<file path="src/sv/seof_pkg.sv">
// Shared types and constants for the staggered-entry occupancy forward block.
// Used by seof_ctrl, seof_datapath and staggered_entry_occupancy_forward.
`default_nettype none

package seof_pkg;

    // Default field formats: probabilities Q1.15 in 16 bits, masses Q1.31 in 32 bits.
    localparam int PROB_BITS_DEF = 16;
    localparam int MASS_BITS_DEF = 32;

    // The likelihood result and the floor register are always 32 bits wide.
    localparam int LIKE_BITS = 32;
    localparam logic [LIKE_BITS-1:0] FLOOR_RESET = 32'd1;

    // Observation codes; the spare code behaves as a missing survey.
    localparam logic [1:0] OBS_NOT_DETECTED = 2'd0;
    localparam logic [1:0] OBS_DETECTED     = 2'd1;
    localparam logic [1:0] OBS_MISSING      = 2'd2;

    // Datapath commands issued by the controller, one per cycle.
    typedef enum logic [3:0] {
        CMD_NONE,
        CMD_LOAD,
        CMD_MUL_M0,
        CMD_MUL_M1,
        CMD_SUM,
        CMD_MUL_DET,
        CMD_APPLY,
        CMD_SEAS_SUM,
        CMD_MIX0,
        CMD_MIX1,
        CMD_MIX2,
        CMD_EMIT
    } t_dp_cmd;

    // Status returned from the datapath to the controller.
    typedef struct packed {
        logic season_end;
        logic site_end;
    } t_dp_status;

endpackage

`default_nettype wire

</file>
<file path="src/sv/staggered_entry_occupancy_forward.sv">
// Top level of the staggered-entry occupancy forward likelihood block.
// Instantiates seof_ctrl and seof_datapath; depends on seof_pkg.
`default_nettype none

// One input transfer is one survey of a site; one output transfer carries the
// floored likelihood of a site and is produced on the survey marked by tlast.
// Surveys are taken one at a time: each is loaded, goes through the stage
// transition and detection, and then tready returns; one that ends a season
// adds the season sum and the mix, and one that ends the site adds the season
// sum and a wait until a previous result has been taken. The steps follow the
// chain of dependent products on the two shared multipliers (stage transition,
// then detection, then the colonisation and extinction mix). A finished result
// waits in an output register, so the next survey is accepted while it is still
// pending. The floor register may be written only while the block is idle.
module staggered_entry_occupancy_forward #(
    parameter int PROB_BITS = seof_pkg::PROB_BITS_DEF,
    parameter int MASS_BITS = seof_pkg::MASS_BITS_DEF,
    localparam int IN_DATA_W = ((6 * PROB_BITS + 2 + 7) / 8) * 8
) (
    input  wire                            i_clk,
    input  wire                            i_rst_n,
    // Survey stream.
    input  wire                            s_axis_tvalid,
    output logic                           s_axis_tready,
    // initial_occupancy, enter_prob, depart_prob, detect_prob, observation,
    // colonize_prob, extinct_prob, zero padding
    input  wire [IN_DATA_W-1:0]            s_axis_tdata,
    // first_of_site, last_of_season
    input  wire [1:0]                      s_axis_tuser,
    // last_of_site
    input  wire                            s_axis_tlast,
    // Result stream.
    output logic                           m_axis_tvalid,
    input  wire                            m_axis_tready,
    // site_likelihood
    output logic [seof_pkg::LIKE_BITS-1:0] m_axis_tdata,
    // floored
    output logic                           m_axis_tuser,
    // Floor register write.
    input  wire                            i_cfg_we,
    input  wire [seof_pkg::LIKE_BITS-1:0]  i_cfg_wdata
);

    localparam int P = PROB_BITS;

    seof_pkg::t_dp_cmd    cmd;
    seof_pkg::t_dp_status status;

    // Sequencer and handshakes.
    seof_ctrl u_ctrl (
        .i_clk       (i_clk),
        .i_rst_n     (i_rst_n),
        .i_in_valid  (s_axis_tvalid),
        .o_in_ready  (s_axis_tready),
        .o_out_valid (m_axis_tvalid),
        .i_out_ready (m_axis_tready),
        .i_status    (status),
        .o_cmd       (cmd)
    );

    // Arithmetic and state, with the survey fields unpacked from tdata.
    seof_datapath #(
        .PROB_BITS (PROB_BITS),
        .MASS_BITS (MASS_BITS)
    ) u_datapath (
        .i_clk               (i_clk),
        .i_rst_n             (i_rst_n),
        .i_cmd               (cmd),
        .o_status            (status),
        .i_first_of_site     (s_axis_tuser[0]),
        .i_initial_occupancy (s_axis_tdata[0 +: P]),
        .i_enter_prob        (s_axis_tdata[P +: P]),
        .i_depart_prob       (s_axis_tdata[2*P +: P]),
        .i_detect_prob       (s_axis_tdata[3*P +: P]),
        .i_observation       (s_axis_tdata[4*P +: 2]),
        .i_last_of_season    (s_axis_tuser[1]),
        .i_last_of_site      (s_axis_tlast),
        .i_colonize_prob     (s_axis_tdata[4*P+2 +: P]),
        .i_extinct_prob      (s_axis_tdata[5*P+2 +: P]),
        .i_cfg_we            (i_cfg_we),
        .i_cfg_wdata         (i_cfg_wdata),
        .o_site_likelihood   (m_axis_tdata),
        .o_floored           (m_axis_tuser)
    );

`ifndef SYNTHESIS
    // A survey is worked on alone: no second transfer in the following cycle.
    a_one_at_a_time: assert property (@(posedge i_clk) disable iff (!i_rst_n)
        (s_axis_tvalid && s_axis_tready) |=> !s_axis_tready)
        else $error("survey accepted while the previous one is still in work");

    // A result is only written into a free output register.
    a_no_overwrite: assert property (@(posedge i_clk) disable iff (!i_rst_n)
        (cmd == seof_pkg::CMD_EMIT) |-> (!m_axis_tvalid || m_axis_tready))
        else $error("pending result overwritten");

    // A result is only produced for a survey that ends the site.
    a_emit_on_site_end: assert property (@(posedge i_clk) disable iff (!i_rst_n)
        (cmd == seof_pkg::CMD_EMIT) |-> status.site_end)
        else $error("result produced without a site end");
`endif

endmodule

`default_nettype wire

</file>
<file path="src/sv/seof_datapath.sv">
// Datapath of the occupancy forward block: stage masses, two shared multipliers,
// saturating adders, floor register and result registers. Depends on seof_pkg.
`default_nettype none

module seof_datapath #(
    parameter int PROB_BITS = seof_pkg::PROB_BITS_DEF,
    parameter int MASS_BITS = seof_pkg::MASS_BITS_DEF
) (
    input  wire                            i_clk,
    input  wire                            i_rst_n,
    input  seof_pkg::t_dp_cmd              i_cmd,
    output seof_pkg::t_dp_status           o_status,
    input  wire                            i_first_of_site,
    input  wire [PROB_BITS-1:0]            i_initial_occupancy,
    input  wire [PROB_BITS-1:0]            i_enter_prob,
    input  wire [PROB_BITS-1:0]            i_depart_prob,
    input  wire [PROB_BITS-1:0]            i_detect_prob,
    input  wire [1:0]                      i_observation,
    input  wire                            i_last_of_season,
    input  wire                            i_last_of_site,
    input  wire [PROB_BITS-1:0]            i_colonize_prob,
    input  wire [PROB_BITS-1:0]            i_extinct_prob,
    input  wire                            i_cfg_we,
    input  wire [seof_pkg::LIKE_BITS-1:0]  i_cfg_wdata,
    output logic [seof_pkg::LIKE_BITS-1:0] o_site_likelihood,
    output logic                           o_floored
);

    localparam int P     = PROB_BITS;
    localparam int M     = MASS_BITS;
    localparam int LW    = seof_pkg::LIKE_BITS;
    localparam int MP_W  = M + P;
    localparam int UP_SH = (M >= P) ? (M - P) : 0;
    localparam int DN_SH = (P > M) ? (P - M) : 0;
    localparam int CMP_W = (M > LW) ? M : LW;

    localparam logic [P-1:0]    ONE_P = P'(1) << (P - 1);
    localparam logic [M-1:0]    ONE_M = M'(1) << (M - 1);
    localparam logic [MP_W-1:0] HALF  = MP_W'(1) << (P - 2);

    // Saturating sum of two masses, limited to 1.0.
    function automatic logic [M-1:0] sat_add(input logic [M-1:0] a, input logic [M-1:0] b);
        logic [M:0] s;
        s = {1'b0, a} + {1'b0, b};
        return (s > {1'b0, ONE_M}) ? ONE_M : s[M-1:0];
    endfunction

    // Probabilities above 1.0 are taken as 1.0.
    function automatic logic [P-1:0] clamp_p(input logic [P-1:0] v);
        return (v > ONE_P) ? ONE_P : v;
    endfunction

    // Stage masses and survey state.
    logic [M-1:0] r_m0, r_m1, r_m2, r_unocc;
    logic         r_seen, r_at_start;
    // Captured survey fields, already clamped and forced.
    logic [P-1:0] r_e, r_d, r_p, r_col, r_ext;
    logic [1:0]   r_obs;
    logic         r_season_end, r_site_end;
    // Product and temporary registers.
    logic [M-1:0] r_pa, r_pb, r_t, r_s1;
    logic [LW-1:0] r_floor;

    logic [M-1:0]    mul_a_m, mul_b_m;
    logic [P-1:0]    mul_a_p, mul_b_p;
    logic [MP_W-1:0] prod_a, prod_b;
    logic [MP_W-1:0] psi_wide;
    logic [M-1:0]    psi;
    logic [P-1:0]    e_clamped, d_clamped;
    logic [M-1:0]    like;
    logic            like_low;

    assign o_status.season_end = r_season_end;
    assign o_status.site_end   = r_site_end;

    // Initial occupancy moved into the mass format.
    assign psi_wide = (MP_W'(clamp_p(i_initial_occupancy)) << UP_SH) >> DN_SH;
    assign psi      = psi_wide[M-1:0];

    // Entry is forced on a season end; departure is blocked at a season start.
    assign e_clamped = (i_last_of_season || i_last_of_site) ? ONE_P : clamp_p(i_enter_prob);
    assign d_clamped = (i_first_of_site || r_at_start) ? '0 : clamp_p(i_depart_prob);

    // Operand selection for the two shared multipliers.
    always_comb begin
        mul_a_m = r_m0;
        mul_a_p = ONE_P - r_e;
        mul_b_m = r_m0;
        mul_b_p = r_e;
        case (i_cmd)
            seof_pkg::CMD_MUL_M1: begin
                mul_a_m = r_m1;
                mul_a_p = ONE_P - r_d;
                mul_b_m = r_m1;
                mul_b_p = r_d;
            end
            seof_pkg::CMD_MUL_DET: begin
                mul_a_m = r_m1;
                mul_a_p = (r_obs == seof_pkg::OBS_DETECTED) ? r_p : (ONE_P - r_p);
            end
            seof_pkg::CMD_MIX0: begin
                mul_a_m = r_t;
                mul_a_p = ONE_P - r_ext;
                mul_b_m = r_s1;
                mul_b_p = r_col;
            end
            seof_pkg::CMD_MIX1: begin
                mul_a_m = r_t;
                mul_a_p = r_ext;
                mul_b_m = r_s1;
                mul_b_p = ONE_P - r_col;
            end
            default: begin
            end
        endcase
    end

    // Mass times probability, rounded half up.
    assign prod_a = MP_W'(mul_a_m) * MP_W'(mul_a_p) + HALF;
    assign prod_b = MP_W'(mul_b_m) * MP_W'(mul_b_p) + HALF;

    // Likelihood and floor comparison.
    assign like     = sat_add(r_t, r_s1);
    assign like_low = CMP_W'(like) < CMP_W'(r_floor);

    // Floor register; the user must write it only while the block is idle, as the block does not enforce this.
    always_ff @(posedge i_clk) begin
        if (!i_rst_n) begin
            r_floor <= seof_pkg::FLOOR_RESET;
        end else if (i_cfg_we) begin
            r_floor <= i_cfg_wdata;
        end
    end

    // Product registers.
    always_ff @(posedge i_clk) begin
        r_pa <= prod_a[P-1 +: M];
        r_pb <= prod_b[P-1 +: M];
    end

    // Result registers.
    always_ff @(posedge i_clk) begin
        if (i_cmd == seof_pkg::CMD_EMIT) begin
            o_site_likelihood <= like_low ? r_floor : LW'(like);
            o_floored         <= like_low;
        end
    end

    // Survey state and mass updates, one command per cycle.
    always_ff @(posedge i_clk) begin
        if (!i_rst_n) begin
            r_m0         <= '0;
            r_m1         <= '0;
            r_m2         <= '0;
            r_unocc      <= '0;
            r_seen       <= 1'b0;
            r_at_start   <= 1'b1;
            r_e          <= '0;
            r_d          <= '0;
            r_p          <= '0;
            r_col        <= '0;
            r_ext        <= '0;
            r_obs        <= seof_pkg::OBS_MISSING;
            r_season_end <= 1'b0;
            r_site_end   <= 1'b0;
            r_t          <= '0;
            r_s1         <= '0;
        end else begin
            case (i_cmd)
                seof_pkg::CMD_LOAD: begin
                    r_e          <= e_clamped;
                    r_d          <= d_clamped;
                    r_p          <= clamp_p(i_detect_prob);
                    r_col        <= clamp_p(i_colonize_prob);
                    r_ext        <= clamp_p(i_extinct_prob);
                    r_obs        <= i_observation;
                    r_season_end <= i_last_of_season || i_last_of_site;
                    r_site_end   <= i_last_of_site;
                    if (i_first_of_site) begin
                        r_m0       <= psi;
                        r_m1       <= '0;
                        r_m2       <= '0;
                        r_unocc    <= ONE_M - psi;
                        r_seen     <= 1'b0;
                        r_at_start <= 1'b1;
                    end
                end
                seof_pkg::CMD_MUL_M1: begin
                    r_m0 <= r_pa;
                    r_t  <= r_pb;
                end
                seof_pkg::CMD_SUM: begin
                    r_m1 <= sat_add(r_t, r_pa);
                    r_m2 <= sat_add(r_pb, r_m2);
                end
                seof_pkg::CMD_APPLY: begin
                    r_at_start <= 1'b0;
                    if (r_obs == seof_pkg::OBS_DETECTED) begin
                        r_m0   <= '0;
                        r_m1   <= r_pa;
                        r_m2   <= '0;
                        r_seen <= 1'b1;
                    end else if (r_obs == seof_pkg::OBS_NOT_DETECTED) begin
                        r_m1 <= r_pa;
                    end
                end
                seof_pkg::CMD_SEAS_SUM: begin
                    r_t  <= sat_add(sat_add(r_m0, r_m1), r_m2);
                    r_s1 <= r_seen ? '0 : r_unocc;
                end
                seof_pkg::CMD_MIX1: begin
                    r_m0 <= sat_add(r_pa, r_pb);
                end
                seof_pkg::CMD_MIX2: begin
                    r_unocc    <= sat_add(r_pa, r_pb);
                    r_m1       <= '0;
                    r_m2       <= '0;
                    r_seen     <= 1'b0;
                    r_at_start <= 1'b1;
                end
                seof_pkg::CMD_EMIT: begin
                    r_m0       <= '0;
                    r_m1       <= '0;
                    r_m2       <= '0;
                    r_unocc    <= '0;
                    r_seen     <= 1'b0;
                    r_at_start <= 1'b1;
                end
                default: begin
                end
            endcase
        end
    end

endmodule

`default_nettype wire

</file>
<file path="src/sv/seof_ctrl.sv">
// Controller of the occupancy forward block: sequences one survey through the
// datapath and owns the input and output handshakes. Depends on seof_pkg.
`default_nettype none

module seof_ctrl (
    input  wire                  i_clk,
    input  wire                  i_rst_n,
    input  wire                  i_in_valid,
    output logic                 o_in_ready,
    output logic                 o_out_valid,
    input  wire                  i_out_ready,
    input  seof_pkg::t_dp_status i_status,
    output seof_pkg::t_dp_cmd    o_cmd
);

    typedef enum logic [3:0] {
        S_IDLE,
        S_MUL_M0,
        S_MUL_M1,
        S_SUM,
        S_MUL_DET,
        S_APPLY,
        S_SEAS_SUM,
        S_MIX0,
        S_MIX1,
        S_MIX2,
        S_EMIT
    } t_state;

    t_state r_state, n_state;
    logic   r_out_valid, n_out_valid;
    logic   slot_free;

    // No survey is taken while reset is held.
    assign o_in_ready  = (r_state == S_IDLE) && i_rst_n;
    assign o_out_valid = r_out_valid;
    assign slot_free   = !r_out_valid || i_out_ready;

    // Command decode and next-state logic.
    always_comb begin
        n_state     = r_state;
        n_out_valid = r_out_valid && !i_out_ready;
        o_cmd       = seof_pkg::CMD_NONE;
        unique case (r_state)
            S_IDLE: begin
                if (i_in_valid && o_in_ready) begin
                    o_cmd   = seof_pkg::CMD_LOAD;
                    n_state = S_MUL_M0;
                end
            end
            S_MUL_M0: begin
                o_cmd   = seof_pkg::CMD_MUL_M0;
                n_state = S_MUL_M1;
            end
            S_MUL_M1: begin
                o_cmd   = seof_pkg::CMD_MUL_M1;
                n_state = S_SUM;
            end
            S_SUM: begin
                o_cmd   = seof_pkg::CMD_SUM;
                n_state = S_MUL_DET;
            end
            S_MUL_DET: begin
                o_cmd   = seof_pkg::CMD_MUL_DET;
                n_state = S_APPLY;
            end
            S_APPLY: begin
                o_cmd   = seof_pkg::CMD_APPLY;
                n_state = i_status.season_end ? S_SEAS_SUM : S_IDLE;
            end
            S_SEAS_SUM: begin
                o_cmd   = seof_pkg::CMD_SEAS_SUM;
                n_state = i_status.site_end ? S_EMIT : S_MIX0;
            end
            S_MIX0: begin
                o_cmd   = seof_pkg::CMD_MIX0;
                n_state = S_MIX1;
            end
            S_MIX1: begin
                o_cmd   = seof_pkg::CMD_MIX1;
                n_state = S_MIX2;
            end
            S_MIX2: begin
                o_cmd   = seof_pkg::CMD_MIX2;
                n_state = S_IDLE;
            end
            S_EMIT: begin
                // Wait here until the result register can take a new value.
                if (slot_free) begin
                    o_cmd       = seof_pkg::CMD_EMIT;
                    n_out_valid = 1'b1;
                    n_state     = S_IDLE;
                end
            end
            default: begin
                n_state = S_IDLE;
            end
        endcase
    end

    // State and output-valid register.
    always_ff @(posedge i_clk) begin
        if (!i_rst_n) begin
            r_state     <= S_IDLE;
            r_out_valid <= 1'b0;
        end else begin
            r_state     <= n_state;
            r_out_valid <= n_out_valid;
        end
    end

endmodule

`default_nettype wire
</file>
<file path="config.mk">
export PLATFORM = sky130hd
export DESIGN_NAME = staggered_entry_occupancy_forward
export DESIGN_NICKNAME = d
export VERILOG_FILES = /design/src/sv/seof_pkg.sv /design/src/sv/staggered_entry_occupancy_forward.sv /design/src/sv/seof_datapath.sv /design/src/sv/seof_ctrl.sv
export SDC_FILE = /design/constraint.sdc
export NUM_CORES = 2
export LEC_CHECK = 0
export ABC_AREA = 1
export BUFFER_PORTS_ARGS = -buffer_cell sky130_fd_sc_hd__buf_2
export CORE_ASPECT_RATIO = 2
export CORE_UTILIZATION = 45
export CTS_BUF_LIST = sky130_fd_sc_hd__clkbuf_4 sky130_fd_sc_hd__clkbuf_8 sky130_fd_sc_hd__clkbuf_16
export DETAILED_ROUTE_END_ITERATION = 8
export PLACE_DENSITY_LB_ADDON = 0.05
export SYNTH_ARGS = -nofsm -noshare
export SYNTH_HDL_FRONTEND = slang
export SYNTH_SLANG_ARGS = --single-unit
</file>
<file path="constraint.sdc">
create_clock -name i_clk -period 9.6 [get_ports i_clk]
set_input_delay 0.48 -clock i_clk [delete_from_list [all_inputs] [get_ports i_clk]]
set_output_delay 0.48 -clock i_clk [all_outputs]
set_load 0.02 [all_outputs]
</file>
==> flow_metrics.env <==
export IMPL_cts_buffers=43
export IMPL_async_flop_share_pct=0
export IMPL_drv_slew=0
export IMPL_nets=10675
export IMPL_fin_skew_ps=53.1
export IMPL_clockBufferDepth=3
export IMPL_fin_crit_sh_pct=94.5
export IMPL_final_hold_viol_count=0
export IMPL_die_w_um=269
export IMPL_root_buffer="clkbuf_16"
export IMPL_stdcell_area_um2=69100
export IMPL_drt_iter0_markers=4470
export IMPL_cp_top_family="adder cells"
export IMPL_use_met3_pct=5.76
export IMPL_fin_setup_tns_ps=0
export IMPL_rows=195
export IMPL_dpl_instance_area_um2=67600
export IMPL_grt_max_degree=81
export IMPL_start_kind="flop"
export IMPL_synth_distinct_cells=69
export IMPL_holdCritPathClass="input pin to flop"
export IMPL_synth_area_um2=64100
export IMPL_hold_ws_ps=42.2
export IMPL_grt_pass1_wl_um=408000
export IMPL_yosysWarnings=0
export IMPL_syn2layout_area_growth_pct=7.78
export IMPL_antenna_found_initial=7
export IMPL_seq_area_um2=8580
export IMPL_antenna_left=0
export IMPL_final_fill_count=14591
export IMPL_cp_common_cell="inv_1"
export IMPL_grt_overflow=0
export IMPL_avgSynthCellArea_um2=7.04
export IMPL_die_h_um=536
export IMPL_slowest_delay_ps=600
export IMPL_path_clk_slew_ps=70
export IMPL_setup_viol=0
export IMPL_synth_seq_cells=412
export IMPL_hold_start="s_axis_tdata[65]"
export IMPL_status="complete, no violations"
export IMPL_rsz0062_at_grt="no"
export IMPL_die_area_um2=144000
export IMPL_required_ps=10130
export IMPL_powerDensity_nw_per_um2=237
export IMPL_via_count=62405
export IMPL_fin_util_pct=48.9
export IMPL_io_buffer_count=172
export IMPL_via_per_inst=5.62
export IMPL_core_area_um2=141000
export IMPL_place_congestion=1.10
export IMPL_ir_worst_vdd_mv=0.141
export IMPL_syn_num_nets=10586
export IMPL_io_pins=179
export IMPL_htree_levels=2
export IMPL_clk_latency_ps=680
export IMPL_clock_sinks=412
export IMPL_synth_cells=9097
export IMPL_dp_hpwl_um=238000
export IMPL_cp_max_fo=24
export IMPL_fmax_mhz=110
export IMPL_track_usage_pct=39.5
export IMPL_crit_slowest_cell="inv_1"
export IMPL_arrival_ps=9600
export IMPL_cap_violations=0
export IMPL_top_usage_layer="met2"
export IMPL_p_leak_uw=0.0331
export IMPL_cts_tree="yes"
export IMPL_drive_gt1_share_pct=6.14
export IMPL_total_power_uw=16400
export IMPL_rr_startpoint="u_ctrl.r_state[3]$_SDFFE_PN0P_"
export IMPL_grt_pass1_vias=64554
export IMPL_wl_um=284000
export IMPL_route_detailed_wl_per_inst_um=25.6
export IMPL_period_minus_slack_ps=9070
export IMPL_critPathCaptureType="flop"
export IMPL_yosysSeqAreaShare_pct=13.4
export IMPL_start_util_pct=45.4
export IMPL_use_met1_pct=35.7
export IMPL_use_met2_pct=71.1
export IMPL_crit_start="u_ctrl.r_state[3]$_SDFFE_PN0P_"
export IMPL_synth_edf_count=33
export IMPL_drt_drc_violations_left=0
export IMPL_dr_pass1_iters=9
export IMPL_tightest_slew_ps=1450
export IMPL_path_buf_inv=10
export IMPL_crit_type="flop to flop"
export IMPL_multiInputGateArea_um2=47500
export IMPL_synth_main_ff_cell="dfxtp_1"
export IMPL_relSlewSlack_pct=2.93
-- worst paths after layout --
path / to / slack, ps / cells past startpoint
max: u_datapath.r_pa[17]$_DFF_P_ / 530 / 37
min: u_datapath.r_obs[1]$_SDFFE_PN1P_ / 40 / 3
max reg2reg: u_datapath.r_pa[17]$_DFF_P_ / 530 / 37
min reg2reg: u_datapath.r_unocc[8]$_SDFFE_PN0P_ / 470 / 2
-- worst reg2reg max path, delay by kind of cell, from the launching register on --
kind                       cells  cell delay, ps
AOI/OAI and AO/OA             10            2120
xor gates and xnor gates       1             180
adders and majority gates      8            3490
buffers and inverters         10            1690
DFF                            1             520
and+or+nand+nor                8             970
-- kinds of logic after synthesis --
family                     count (synthesis)  share of synthesized area (%)
buffers and inverters                   2122                           12.6
DFF                                      412                           13.4
adders and majority gates               1345                           36.1
xor gates and xnor gates                 230                           3.17
AOI/OAI and AO/OA                       1382                           11.9
and+or+nand+nor                         3606                           22.8
-- power by group --
group          switching (uW)  internal, uW
registers                 595          2040
logic                    8340          3570
clock network             860           974
total                    9800          6590
-- stage by stage --
stage                     std cells  setup slack (ps)
after floorplan                9097              2200
after detailed placement      11012               468
after global placement        11012               514
final                         11097               528
after global routing          11091               177
after CTS                     11087               423
-- cell type report --
class | count | area share (%)
multi-input cells | 6563 | 68.8
flip-flops and latches | 412 | 12.4
inverters | 1791 | 9.74
repair buffers | 375 | 3.53
well taps | 1871 | 3.39
clock buffers | 55 | 1.74
clock inverters | 20 | 0.323
diodes | 10 | 0.0362
-- timing repair --
| action | CTS | global route |
|---|---|---|
| setup buffers | 0 | 0 |
| endpoints found under the setup margin | 0 | 5 |
| hold buffers | 0 | 0 |
| gates resized for setup | 0 | 2 |
-- sequential cells by signal, indices dropped and copies added (netlist names), 2 cells and up --
register                      flops
u_datapath.r_floor               32
u_datapath.r_d                   16
u_datapath.r_m1                  32
u_datapath.r_obs                  2
u_datapath.r_m0                  32
u_datapath.r_unocc               32
u_datapath.r_e                   16
u_datapath.r_t                   32
u_datapath.r_s1                  32
u_datapath.o_site_likelihood     32
u_datapath.r_pa                  32
u_ctrl.r_state                    4
u_datapath.r_ext                 16
u_datapath.r_col                 16
u_datapath.r_p                   16
u_datapath.r_pb                  32
u_datapath.r_m2                  32
-- cells in the final DEF (no fill, tap or decap), types with 171 or more instances in the layout --
cell	count
inv_1	1760
dfxtp_1	379
nand2_1	2127
ha_1	505
o21ai_0	361
fa_1	840
nor2_1	898
a21oi_1	678
buf_4	200
buf_2	171
nand3_1	324
-- routing by layer --
| layer | up-vias | routed length, um |
|---|---|---|
| met3 | 1212 | 15700 |
| met4 | 2 | 37900 |
| met2 | 2549 | 144000 |
| met1 | 30248 | 86600 |
| li1 | 28394 | - |
| met5 | - | 9 |
-- cells in the mapped netlist (all sizes together), types with 2 or more instances --
cell type	n	area [um2]
o21bai	18	139
o31ai	6	45.0
nand2	2144	8100
nand3b	15	113
clkinv	13	48.8
fa	840	16800
o221ai	14	129
nor2	920	3540
a221oi	5	43.8
a2111oi	4	35.0
dfxtp	379	7590
a21boi	14	116
or2	20	125
o21a	18	135
a31oi	84	526
buf	55	320
a211oi	38	285
o2111ai	14	123
nand4	75	469
xor2	147	1300
o221a	2	22.5
a21oi	687	3470
o22ai	6	37.5
or4	2	15.0
o21ai	420	2140
edfxtp	33	991
ha	505	6320
nor3	54	275
nand3	326	1640
o211ai	15	113
xnor2	83	734
a31o	4	35.0
a21o	23	173
a22oi	2	15.0
and2	5	31.3
nor4	41	257
nor3b	2	15.0
a41oi	2	17.5
inv	1778	6670
o32ai	2	17.5
clkbuf	276	1040
Note: power is estimated with default switching activity, not from simulation.
